**config.mk**
```make
export PLATFORM = sky130hd
export DESIGN_NAME = stream_first_match_replace_core
export DESIGN_NICKNAME = d
export VERILOG_FILES = /design/src/hdl/sfmr_pkg.sv /design/src/hdl/stream_first_match_replace_core.sv /design/src/hdl/sfmr_cell.sv
export SDC_FILE = /design/constraint.sdc
export NUM_CORES = 1
export LEC_CHECK = 0
export BUFFER_PORTS_ARGS = -buffer_cell sky130_fd_sc_hd__buf_2
export CAP_MARGIN = 20
export CORE_MARGIN = 8
export CORE_UTILIZATION = 50
export DETAILED_ROUTE_END_ITERATION = 6
export GPL_ROUTABILITY_DRIVEN = 0
export HOLD_SLACK_MARGIN = 0.06
export PLACE_DENSITY = 0.77
export SYNTH_ARGS = -nofsm -noshare
export SYNTH_HDL_FRONTEND = slang
export SYNTH_SLANG_ARGS = --single-unit
```
**constraint.sdc**
```tcl
create_clock -name clk -period 4 [get_ports clk]
set_input_delay 0.6 -clock clk [delete_from_list [all_inputs] [get_ports clk]]
set_output_delay 0.6 -clock clk [all_outputs]
set_load 0.1 [all_outputs]
```
**src/hdl/sfmr_pkg.sv**
```systemverilog
// Shared types and constants for the stream first-match replace block.
// Used by sfmr_cell and stream_first_match_replace_core; no dependencies.
package sfmr_pkg;

  // Default window depth, which is the longest pattern the block accepts.
  localparam int MAX_PATTERN_DEF = 16;

  // Replacement storage is fixed at sixteen bytes.
  localparam int REPL_CAP = 16;

  // Configuration register indexes.
  localparam logic [2:0] CFG_PATTERN_LOW  = 3'd0;
  localparam logic [2:0] CFG_PATTERN_HIGH = 3'd1;
  localparam logic [2:0] CFG_REPLACE_LOW  = 3'd2;
  localparam logic [2:0] CFG_REPLACE_HIGH = 3'd3;
  localparam logic [2:0] CFG_PATTERN_LEN  = 3'd4;
  localparam logic [2:0] CFG_REPLACE_LEN  = 3'd5;

  // Sequencer states.
  typedef enum logic [1:0] {
    ST_IDLE,
    ST_EVAL,
    ST_REPL,
    ST_FLUSH
  } state_t;

  // Control that the sequencer broadcasts to every window cell.
  typedef struct packed {
    logic load;
    logic shift;
  } cell_ctl_t;

endpackage

```
**src/hdl/stream_first_match_replace_core.sv**
```systemverilog
// Top level of the stream first-match replace block: configuration registers,
// the window cell chain and the output sequencer. Depends on sfmr_pkg, sfmr_cell.
//
// Replaces the leftmost occurrence of a configured byte pattern (1 to
// MAX_PATTERN bytes) with a configured replacement (0 to 16 bytes) and passes
// later bytes unchanged. An item is taken and is evaluated against the whole
// window in the next cycle; a match then sends each replacement byte, and the
// last item of a stream flushes each held-back byte. These flushed bytes leave
// the window one per cycle through the cell chain, and the replacement is read
// one byte per cycle, while the output port is not stalled. A stalled output
// port holds the sequencer. The final result of each stream carries out_last,
// and not_found when the pattern never matched, in which case everything sent
// for that stream must be dropped. Configuration is written only while the
// block is idle; the user must keep to this, the block itself does not enforce it.
module stream_first_match_replace_core
  import sfmr_pkg::*;
#(
  parameter int MAX_PATTERN = MAX_PATTERN_DEF
) (
  input  logic        clk,
  input  logic        rst,
  // Configuration write channel.
  input  logic        cfg_valid,
  output logic        cfg_ready,
  input  logic [2:0]  cfg_index,
  input  logic [63:0] cfg_data,
  // Input channel.
  input  logic        in_valid,
  output logic        in_ready,
  input  logic [7:0]  data_byte,
  input  logic        last_byte,
  // Output channel.
  output logic        out_valid,
  input  logic        out_ready,
  output logic [7:0]  out_byte,
  output logic        byte_valid,
  output logic        out_last,
  output logic        not_found
);

  localparam int CW = $clog2(MAX_PATTERN + 1);
  localparam logic [4:0] MaxLen = 5'(MAX_PATTERN);
  localparam logic [4:0] ReplCap = 5'(REPL_CAP);

  // Configuration registers.
  logic [63:0] pattern_low;
  logic [63:0] pattern_high;
  logic [63:0] replace_low;
  logic [63:0] replace_high;
  logic [4:0]  pattern_len;
  logic [4:0]  replace_len;

  // Sequencer state.
  state_t      state;
  state_t      state_next;
  logic [CW-1:0] count;
  logic [CW-1:0] count_next;
  logic        match_done;
  logic        match_next;
  logic        last_pend;
  logic        last_next;
  logic [3:0]  rep_idx;
  logic [3:0]  rep_next;

  // Emission request toward the output register.
  logic        emit;
  logic        emit_ok;
  logic [7:0]  e_byte;
  logic        e_bv;
  logic        e_last;
  logic        e_nf;

  cell_ctl_t   ctl;
  logic [127:0] pat_word;
  logic [127:0] rep_word;
  logic [CW-1:0] p_eff;
  logic [4:0]  r_eff;
  logic [7:0]  rep_byte;
  logic        rep_last;
  logic        hit;

  logic [7:0]  cell_byte [MAX_PATTERN];
  logic [MAX_PATTERN-1:0] cell_eq;

  // Configuration writes are always taken.
  assign cfg_ready = 1'b1;

  always_ff @(posedge clk) begin
    if (rst) begin
      pattern_low  <= '0;
      pattern_high <= '0;
      replace_low  <= '0;
      replace_high <= '0;
      pattern_len  <= 5'd1;
      replace_len  <= 5'd0;
    end else if (cfg_valid) begin
      unique case (cfg_index)
        CFG_PATTERN_LOW:  pattern_low  <= cfg_data;
        CFG_PATTERN_HIGH: pattern_high <= cfg_data;
        CFG_REPLACE_LOW:  replace_low  <= cfg_data;
        CFG_REPLACE_HIGH: replace_high <= cfg_data;
        CFG_PATTERN_LEN:  pattern_len  <= cfg_data[4:0];
        CFG_REPLACE_LEN:  replace_len  <= cfg_data[4:0];
        default: ;
      endcase
    end
  end

  // Effective lengths: a zero pattern counts as one byte, and both are clamped.
  always_comb begin
    logic [4:0] p5;
    p5 = pattern_len;
    if (p5 == 5'd0) begin
      p5 = 5'd1;
    end
    if (p5 > MaxLen) begin
      p5 = MaxLen;
    end
    p_eff = CW'(p5);
    r_eff = (replace_len > ReplCap) ? ReplCap : replace_len;
  end

  assign pat_word = {pattern_high, pattern_low};
  assign rep_word = {replace_high, replace_low};
  assign rep_byte = rep_word[8*rep_idx +: 8];
  assign rep_last = ({1'b0, rep_idx} == (r_eff - 5'd1));

  // Window cell chain; cell zero holds the oldest byte.
  for (genvar i = 0; i < MAX_PATTERN; i++) begin : g_cell
    logic [7:0] nb;
    if (i == MAX_PATTERN - 1) begin : g_end
      assign nb = 8'd0;
    end else begin : g_mid
      assign nb = cell_byte[i+1];
    end
    sfmr_cell u_cell (
      .clk       (clk),
      .ctl       (ctl),
      .sel       (count == CW'(i)),
      .data_byte (data_byte),
      .next_byte (nb),
      .pat_byte  (pat_word[8*i +: 8]),
      .active    (CW'(i) < p_eff),
      .held      (cell_byte[i]),
      .eq        (cell_eq[i])
    );
  end

  // A match needs a full window of exactly the pattern length.
  assign hit = (count == p_eff) && (&cell_eq);

  assign in_ready = (state == ST_IDLE);
  assign emit_ok  = !out_valid || out_ready;

  always_ff @(posedge clk) begin
    if (rst) begin
      state      <= ST_IDLE;
      count      <= '0;
      match_done <= 1'b0;
      last_pend  <= 1'b0;
      rep_idx    <= '0;
    end else begin
      state      <= state_next;
      count      <= count_next;
      match_done <= match_next;
      last_pend  <= last_next;
      rep_idx    <= rep_next;
    end
  end

  // Next state and emission.
  always_comb begin
    state_next = state;
    count_next = count;
    match_next = match_done;
    last_next  = last_pend;
    rep_next   = rep_idx;
    ctl        = '0;
    emit       = 1'b0;
    e_byte     = cell_byte[0];
    e_bv       = 1'b1;
    e_last     = 1'b0;
    e_nf       = 1'b0;
    unique case (state)
      ST_IDLE: begin
        if (in_valid) begin
          ctl.load   = 1'b1;
          count_next = count + CW'(1);
          last_next  = last_byte;
          state_next = ST_EVAL;
        end
      end
      ST_EVAL: begin
        priority if (match_done) begin
          // Pass-through after the match.
          if (emit_ok) begin
            emit       = 1'b1;
            ctl.shift  = 1'b1;
            count_next = count - CW'(1);
            e_last     = last_pend;
            state_next = ST_IDLE;
            if (last_pend) begin
              match_next = 1'b0;
            end
          end
        end else if (hit) begin
          if (r_eff != 5'd0) begin
            count_next = '0;
            match_next = 1'b1;
            rep_next   = '0;
            state_next = ST_REPL;
          end else if (!last_pend) begin
            count_next = '0;
            match_next = 1'b1;
            state_next = ST_IDLE;
          end else if (emit_ok) begin
            // Deleted match on the final item leaves only a bare marker.
            emit       = 1'b1;
            e_byte     = 8'd0;
            e_bv       = 1'b0;
            e_last     = 1'b1;
            count_next = '0;
            match_next = 1'b0;
            state_next = ST_IDLE;
          end
        end else if (count >= p_eff) begin
          // Window full without a match: release the oldest byte.
          if (emit_ok) begin
            emit       = 1'b1;
            ctl.shift  = 1'b1;
            count_next = count - CW'(1);
            state_next = ST_IDLE;
            if (last_pend) begin
              if (count == CW'(1)) begin
                e_last = 1'b1;
                e_nf   = 1'b1;
              end else begin
                state_next = ST_FLUSH;
              end
            end
          end
        end else begin
          state_next = last_pend ? ST_FLUSH : ST_IDLE;
        end
      end
      ST_REPL: begin
        if (emit_ok) begin
          emit     = 1'b1;
          e_byte   = rep_byte;
          rep_next = rep_idx + 4'd1;
          if (rep_last) begin
            state_next = ST_IDLE;
            if (last_pend) begin
              e_last     = 1'b1;
              match_next = 1'b0;
            end
          end
        end
      end
      ST_FLUSH: begin
        if (emit_ok) begin
          emit       = 1'b1;
          ctl.shift  = 1'b1;
          count_next = count - CW'(1);
          if (count == CW'(1)) begin
            e_last     = 1'b1;
            e_nf       = !match_done;
            match_next = 1'b0;
            state_next = ST_IDLE;
          end
        end
      end
      default: state_next = ST_IDLE;
    endcase
  end

  // Output register; it is loaded only when empty or being drained.
  always_ff @(posedge clk) begin
    if (rst) begin
      out_valid <= 1'b0;
    end else if (emit) begin
      out_valid <= 1'b1;
    end else if (out_ready) begin
      out_valid <= 1'b0;
    end
  end

  always_ff @(posedge clk) begin
    if (emit) begin
      out_byte   <= e_byte;
      byte_valid <= e_bv;
      out_last   <= e_last;
      not_found  <= e_nf;
    end
  end

  // The window never holds more bytes than it has cells.
  assert property (@(posedge clk) disable iff (rst)
    count <= CW'(MAX_PATTERN))
    else $error("window count exceeds the cell count");

  // After a match the window stays empty between items.
  assert property (@(posedge clk) disable iff (rst)
    (match_done && state == ST_IDLE) |-> (count == '0))
    else $error("window not empty after match");

  // Replacement bytes go out only after a recorded match with an empty window.
  assert property (@(posedge clk) disable iff (rst)
    (state == ST_REPL) |-> (match_done && count == '0))
    else $error("replacement without a match");

  // A flush always has at least one byte to send.
  assert property (@(posedge clk) disable iff (rst)
    (state == ST_FLUSH) |-> (count != '0))
    else $error("flush with an empty window");

  // An accepted item is evaluated in the next cycle.
  assert property (@(posedge clk) disable iff (rst)
    (in_valid && in_ready) |=> (state == ST_EVAL))
    else $error("accepted item not evaluated");

endmodule

```
**src/hdl/sfmr_cell.sv**
```systemverilog
// One cell of the held-back byte window: stores a byte, compares it with its
// pattern byte and takes its neighbor's byte on a shift. Depends on sfmr_pkg.
module sfmr_cell
  import sfmr_pkg::*;
(
  input  logic      clk,
  input  cell_ctl_t ctl,
  input  logic      sel,
  input  logic [7:0] data_byte,
  input  logic [7:0] next_byte,
  input  logic [7:0] pat_byte,
  input  logic      active,
  output logic [7:0] held,
  output logic      eq
);

  // The window moves toward cell zero on a shift; a load writes the new item.
  always_ff @(posedge clk) begin
    if (ctl.shift) begin
      held <= next_byte;
    end else if (ctl.load && sel) begin
      held <= data_byte;
    end
  end

  // Cells beyond the pattern length never block a match.
  assign eq = !active || (held == pat_byte);

endmodule

```
[Yosys cells after proc, flatten, opt, wreduce, memory -nomap -nowiden]
Index checks and enable logic that the tools add are counted.
Storage, ports and cells
  output and inout bits: 14
  memory bits (writable): 0
  latch bits: 0
  memories: 0
  bits of input ports: 81
  logic and storage cells: 315
  ROM bits: 0
  flip-flop bits (word level): 419
Cells by class
  reduce and logical (&&, ||, !) cells: 90
  $add $sub $neg: 4
  divide/modulo/power cells: 0
  $lt $le $gt $ge: 19
  bitwise gates (word level): 3
  multiplexer cells: 113
  shifts and indexed selects: 1
  multiply operators: 0
  eq/ne operators: 53
Operators with widths (count)
  2-to-1 mux 8 bit: 36
  == test 8 bit: 16
  variable part select 128 x 8 -> 8 bit: 1
  2-to-1 mux 5 bit: 11
  == test 5 x 4 -> 1 bit, second input constant: 8
  less-than comparator 4 x 5 -> 1 bit, first input constant: 8
  2-to-1 mux 1 bit: 38
  nonzero test 2 bit: 17
  2-to-1 mux 2 bit: 15
  == test 5 x 3 -> 1 bit, second input constant: 4
  less-than comparator 3 x 5 -> 1 bit, first input constant: 4
  zero test 1 bit: 18
  logical AND 1 bit: 17
  logical OR 1 bit: 17
  2-to-1 mux 4 bit: 4
  inequality test 2 bit, second input constant: 8
  one-hot mux 8 bit (2 select lines): 1
  AND reduction 16 bit: 1
  one-hot mux 5 bit (3 select lines): 1
  AND reduction 2 bit: 7
  AND reduction 6 bit: 2
  == test 5 x 2 -> 1 bit, second input constant: 2
  greater-than comparator 5 bit, second input constant: 2
  zero test 5 bit: 2
  31 further kinds: 43

[Depth between registers and ports, before layout]
  word-level depth: 13
  mapped depth: 16
  depth with buffers taken out: 13

[Modules after synthesis]
From an unflattened synthesis, not the netlist that was laid out.
Unflattened totals
  cell total of the unflattened synthesis: 1960
  area total of the unflattened synthesis: 19733.9 um^2
By module, submodules not included
  stream_first_match_replace_core: sequential area each 5935.7 um^2, area an instance 12246.7 um^2, cells an instance 1496, times used 1
  sfmr_cell: sequential area each 240.2 um^2, area an instance 467.9 um^2, cells an instance 29, times used 16

[Least setup slack after synthesis]
No wires, ideal clock.
  path type: reg2reg
  start point: register pattern_len[4]
  end point: register byte_valid (enable)
  stages on the path, launching flop included: 11
  library setup time: 400 ps
  data required time: 3600 ps
  clock period less this slack: 3697 ps
  data arrival time: 3297 ps
  buffers on the path: 1
  path slack: 303 ps
  path through: dfxtp_1 -> clkbuf_1 -> inv_1 -> ha_1 -> and4_1 -> nand4_1 -> nor4_1 -> nor4bb_1 -> nand4bb_1 -> or3_1 -> a311oi_1
On the way
  cells in the longest elaborated chain, start to end: 12
  elaborated cells on any way between the ends: 60
  those cells by class: order compare (18); eq/ne (1); mux (6); reduce/logical (35)
RTL lines
  start, declared: line stream_first_match_replace_core.sv:50  | logic [4:0] pattern_len;
  start signal, assigned: line stream_first_match_replace_core.sv:102  | CFG_PATTERN_LEN: pattern_len <= cfg_data[4:0];
  zero test 5 bit: line stream_first_match_replace_core.sv:113  | if (p5 == 5'd0) begin
  2-to-1 mux 5 bit (*): line stream_first_match_replace_core.sv:113
  greater-than comparator 5 bit: line stream_first_match_replace_core.sv:116  | if (p5 > MaxLen) begin
  2-to-1 mux 5 bit (*): line stream_first_match_replace_core.sv:116
  less-than comparator 1 x 5 -> 1 bit, or another cell as far along: line stream_first_match_replace_core.sv:143  | .active (CW'(i) < p_eff),
  zero test 1 bit: line sfmr_cell.sv:27  | assign eq = !active || (held == pat_byte);
  logical OR 1 bit: line sfmr_cell.sv:27
  AND reduction 16 bit: line stream_first_match_replace_core.sv:150  | assign hit = (count == p_eff) && (&cell_eq);
  logical AND 1 bit: line stream_first_match_replace_core.sv:150
  2-to-1 mux 1 bit (*): line stream_first_match_replace_core.sv:206  | end else if (hit) begin
  2-to-1 mux 1 bit (*): line stream_first_match_replace_core.sv:194  | priority if (match_done) begin
  one-hot mux 1 bit (2 select lines) (*): line stream_first_match_replace_core.sv:184  | unique case (state)
  net emit: line stream_first_match_replace_core.sv:66  | logic emit;
  end signal, assigned: line stream_first_match_replace_core.sv:291  | byte_valid <= e_bv;
  end, declared: line stream_first_match_replace_core.sv:36  | output logic byte_valid,
The timed path passes the listed nets; every way through them passes the cells marked *.
A chain may end at the register's enable or synchronous reset.

[Worst setup path after layout]
  start point: register g_cell[11].u_cell.held[0]
  end point: register g_cell[0].u_cell.held[3] (data pin)
On the way
  cells in the longest elaborated chain, start to end: 8
RTL lines
  start, declared: line sfmr_cell.sv:13  | output logic [7:0] held,
  start signal, assigned: line sfmr_cell.sv:20  | held <= next_byte;
  start signal, assigned: line sfmr_cell.sv:22  | held <= data_byte;
  == test 8 bit: line sfmr_cell.sv:27
  logical OR 1 bit: line sfmr_cell.sv:27
  AND reduction 16 bit: line stream_first_match_replace_core.sv:150
  logical AND 1 bit: line stream_first_match_replace_core.sv:150
  2-to-1 mux 1 bit: line stream_first_match_replace_core.sv:206
  2-to-1 mux 1 bit: line stream_first_match_replace_core.sv:194
  one-hot mux 1 bit (2 select lines): line stream_first_match_replace_core.sv:184
  2-to-1 mux 8 bit: line sfmr_cell.sv:19  | if (ctl.shift) begin
  end signal, assigned: line sfmr_cell.sv:20
  end signal, assigned: line sfmr_cell.sv:22
  end, declared: line sfmr_cell.sv:13
No other way between the ends.

==> results.cfg <==
[setup_path]
regToRegEndpoint = g_cell[0].u_cell.held[3]
worst-path-max-fanout = 60
rrSetupSlack_ns = 0.27
required_ns = 4.29
start_kind = flip-flop
critPathKind = reg2reg
reg2reg_depth = 9
arrival_ns = 4.02
rr_startpoint = g_cell[11].u_cell.held[0]
crit_path_end_kind = flip-flop

[synthesis]
synth.area.mux_share_pct = 5.81
syn-cell-area_um2 = 18800
synth_top_family_by_area = simple AND/OR/NAND/NOR gates
seq_area_frac_synth_pct = 51.6
synthFlopType = dfxtp_1
synth-async-reset-ratio_pct = 0
syn_inst = 1994
yosysUniqueCellTypes = 65
synth_edf_count = 131
synth_fa_ha_area_share_pct = 1.13
ys_ff_latch = 419
netlist.area_leader.share_pct = 30.7
synth_xor_area_share_pct = 6.25
synth_area_per_cell_um2 = 9.42
synth.net_count = 2092
synth_area_leader_cell = dfxtp_1
synth.area.top_cells = dfxtp_1, edfxtp_1, nand2_1
yosys.area_share.simple_pct = 16.4
synth_compound_area_share_pct = 15.6
yosys_warnings = 0

[clock_tree]
postCtsHoldBufs = 0
cts_max_level = 2
cts_root_buffer = clkbuf_16
cts_buffers = 44
cts.sinks = 419
cts_tree = yes
clockBufferDepth = 3
cts_resized = 0
clk-insertion-delay-late_ns = 0.56
cts.clk_slew.worst_paths_ns = 0.06
post_cts_buffers = 0

[sta]
finalHoldViolCount = 0
rsz0062_at_grt = false
min_period_ns = 3.73
worst_slew_pin_slew_ns = 1.21
post-route-period-util_pct = 93.1
setup_violations = 0
skew_ns = 0.0196
slew_headroom_pct = 19.3
fmaxAchievable_ghz = 0.268
slew_violations = 0
timing.setup.tns_ns = 0

[global_route]
grtUsageTotal_pct = 24.9
grt_pass1_wl_mm = 85.8
antenna_found_initial = 4
grt_pass1_vias = 14773
grt_max_degree = 165
grt_overflow = 0

[routing]
met2_length_mm = 25.8
drc = 0
wl_per_cell_um = 22.0
drtAntennaViolNets = 0
num_vias = 15382
drt_iter0_drc = 1645
dr.pass1.iters = 7
wl_met1_mm = 21.8
maxUsedRoutingLayer = met5
wl_met3_mm = 5.55
via_per_inst = 6.03
wirelength_mm = 56.3

[placed_design]
dp_hpwl_mm = 40.1
io_buffers = 93
dp_cells = 2476

[final_layout]
drive_gt1_share_pct = 12.8
final_core_util_pct = 56.8
multi_input_area_um2 = 8520
fillCellCount = 3206
nets = 2146
area_growth_pct = 12.8
n_antenna_cell = 0
seq_area_um2 = 9700
final_cell_count_no_fill = 2552

[floorplan]
ios = 95
core_um2 = 37300
rows = 71
die_h_um = 210
dieWidth_um = 210
initial_core_util_pct = 50.3
die_area_um2 = 44000

[status]
status = finished clean

[power]
p_leak_nw = 8.01
max-vdd-ir-drop_mv = 0.347
power.density_nw_per_um2 = 580

[hold_path]
holdPathEnd = g_cell[15].u_cell.held[0]
hp-start = data_byte[0]
min_path_type = in2reg
min_path_cells = 3

[job]
maxCapViolCount = 0
==> worst max path at each step <==
stage	startpoint	slack [ns]	depth (start not counted)	to
finish	g_cell[11].u_cell.held[0]	0.27	9	g_cell[0].u_cell.held[3]
global route	pattern_len[2]	0.23	12	g_cell[10].u_cell.held[1]
CTS	g_cell[11].u_cell.held[0]	0.42	9	g_cell[0].u_cell.held[3]
detailed placement	g_cell[11].u_cell.held[0]	0.46	8	g_cell[14].u_cell.held[3]
global placement	g_cell[11].u_cell.held[6]	0.54	8	g_cell[14].u_cell.held[0]
floorplan	pattern_len[4]	0.30	10	byte_valid
==> per-layer routing <==
| metal | GRT usage, % | up-vias |
|---|---|---|
| met5 | 0 | - |
| met4 | 12.7 | 2 |
| met3 | 5.31 | 180 |
| met2 | 40.0 | 842 |
| met1 | 31.5 | 7371 |
| li1 | - | 6987 |
==> cells in the mapped netlist (9+ instances only) <==
cell type  number
nand4_1        22
a21oi_1       281
ha_1           17
nor4_1         26
xnor2_1        57
a21o_1        122
clkbuf_1      107
nor2_1         38
edfxtp_1      131
nor3_1          9
o21bai_1       14
mux2i_1        19
dfxtp_1       288
buf_1          11
inv_1          15
xor2_1         77
nor2b_1        20
nand2_1       562
buf_2          15
mux4_2         40
o21ai_0        23
nand3_1        15
==> stage by stage <==
| step | cell area (um2) | hold slack (ns) | setup slack (ns) | total power [mW] |
|---|---|---|---|---|
| 2_1_floorplan | 18800 | 0.433 | 0.303 | 7.39 |
| 3_3_place_gp | 19800 | 0.438 | 0.537 | 8.21 |
| 3_5_place_dp | 19800 | 0.445 | 0.464 | 8.34 |
| 4_1_cts | 21200 | 0.295 | 0.422 | 12.3 |
| 5_1_grt | 21200 | 0.314 | 0.229 | 12.7 |
| 6_report | 21200 | 0.304 | 0.275 | 12.3 |
==> kinds of logic (layout without fill, tap and decap cells) <==
kind of cell	count (synthesis)	after routing
other	1	1
buffers and inverters	151	235
adder cells (fa/ha/maj)	17	17
AO/OA/AOI/OAI	484	484
AND/OR/NAND/NOR	729	729
XOR/XNOR	134	134
multiplexers	59	59
flip-flops	419	419
==> flip-flops by register name (all words and copies together), names as in the netlist, 2 cells and up <==
signal,cells
pattern_len,5
count,5
replace_low,64
g_cell.u_cell.held,128
state,2
pattern_high,64
replace_len,5
replace_high,64
out_byte,8
pattern_low,64
rep_idx,4
==> placed cells by master (no fill, tap or decap), drive strengths merged, types with 38 or more instances in the layout <==
| cell | Yosys | routed |
|---|---|---|
| xnor2 | 57 | 57 |
| nand2 | 562 | 562 |
| nor2 | 38 | 38 |
| a21o | 122 | 122 |
| dfxtp | 288 | 288 |
| buf | 29 | 143 |
| a21oi | 281 | 281 |
| xor2 | 77 | 77 |
| mux4 | 40 | 40 |
| edfxtp | 131 | 131 |
| clkbuf | 107 | 64 |
==> final cells by class <==
| cell class | count | share of cell area, % |
|---|---|---|
| timing repair buffer | 144 | 4.40 |
| clock inverter | 13 | 0.573 |
| tap | 474 | 2.80 |
| inverter | 15 | 0.266 |
| sequential | 419 | 45.8 |
| clock buffer | 63 | 5.92 |
| multi-input combinational | 1424 | 40.2 |
==> where the power goes <==
group	internal, mW	total [mW]	switching [mW]	leakage (nW)
clock	2.25	3.95	1.70	0.670
combinational	1.00	2.63	1.63	3.80
sequential	5.21	5.71	0.497	3.54
==> worst max-delay path, stage by stage, from the launching register on <==
cell and delay (ns):
edfxtp_1 0.43, xor2_1 0.17, nor4_1 0.56, nand2_1 0.14
o41ai_2 0.43, nand4_1 0.28, o21a_1 0.30, o311a_4 0.56
buf_4 0.32, a21o_1 0.22
Note: power is estimated with default switching activity, not from simulation.
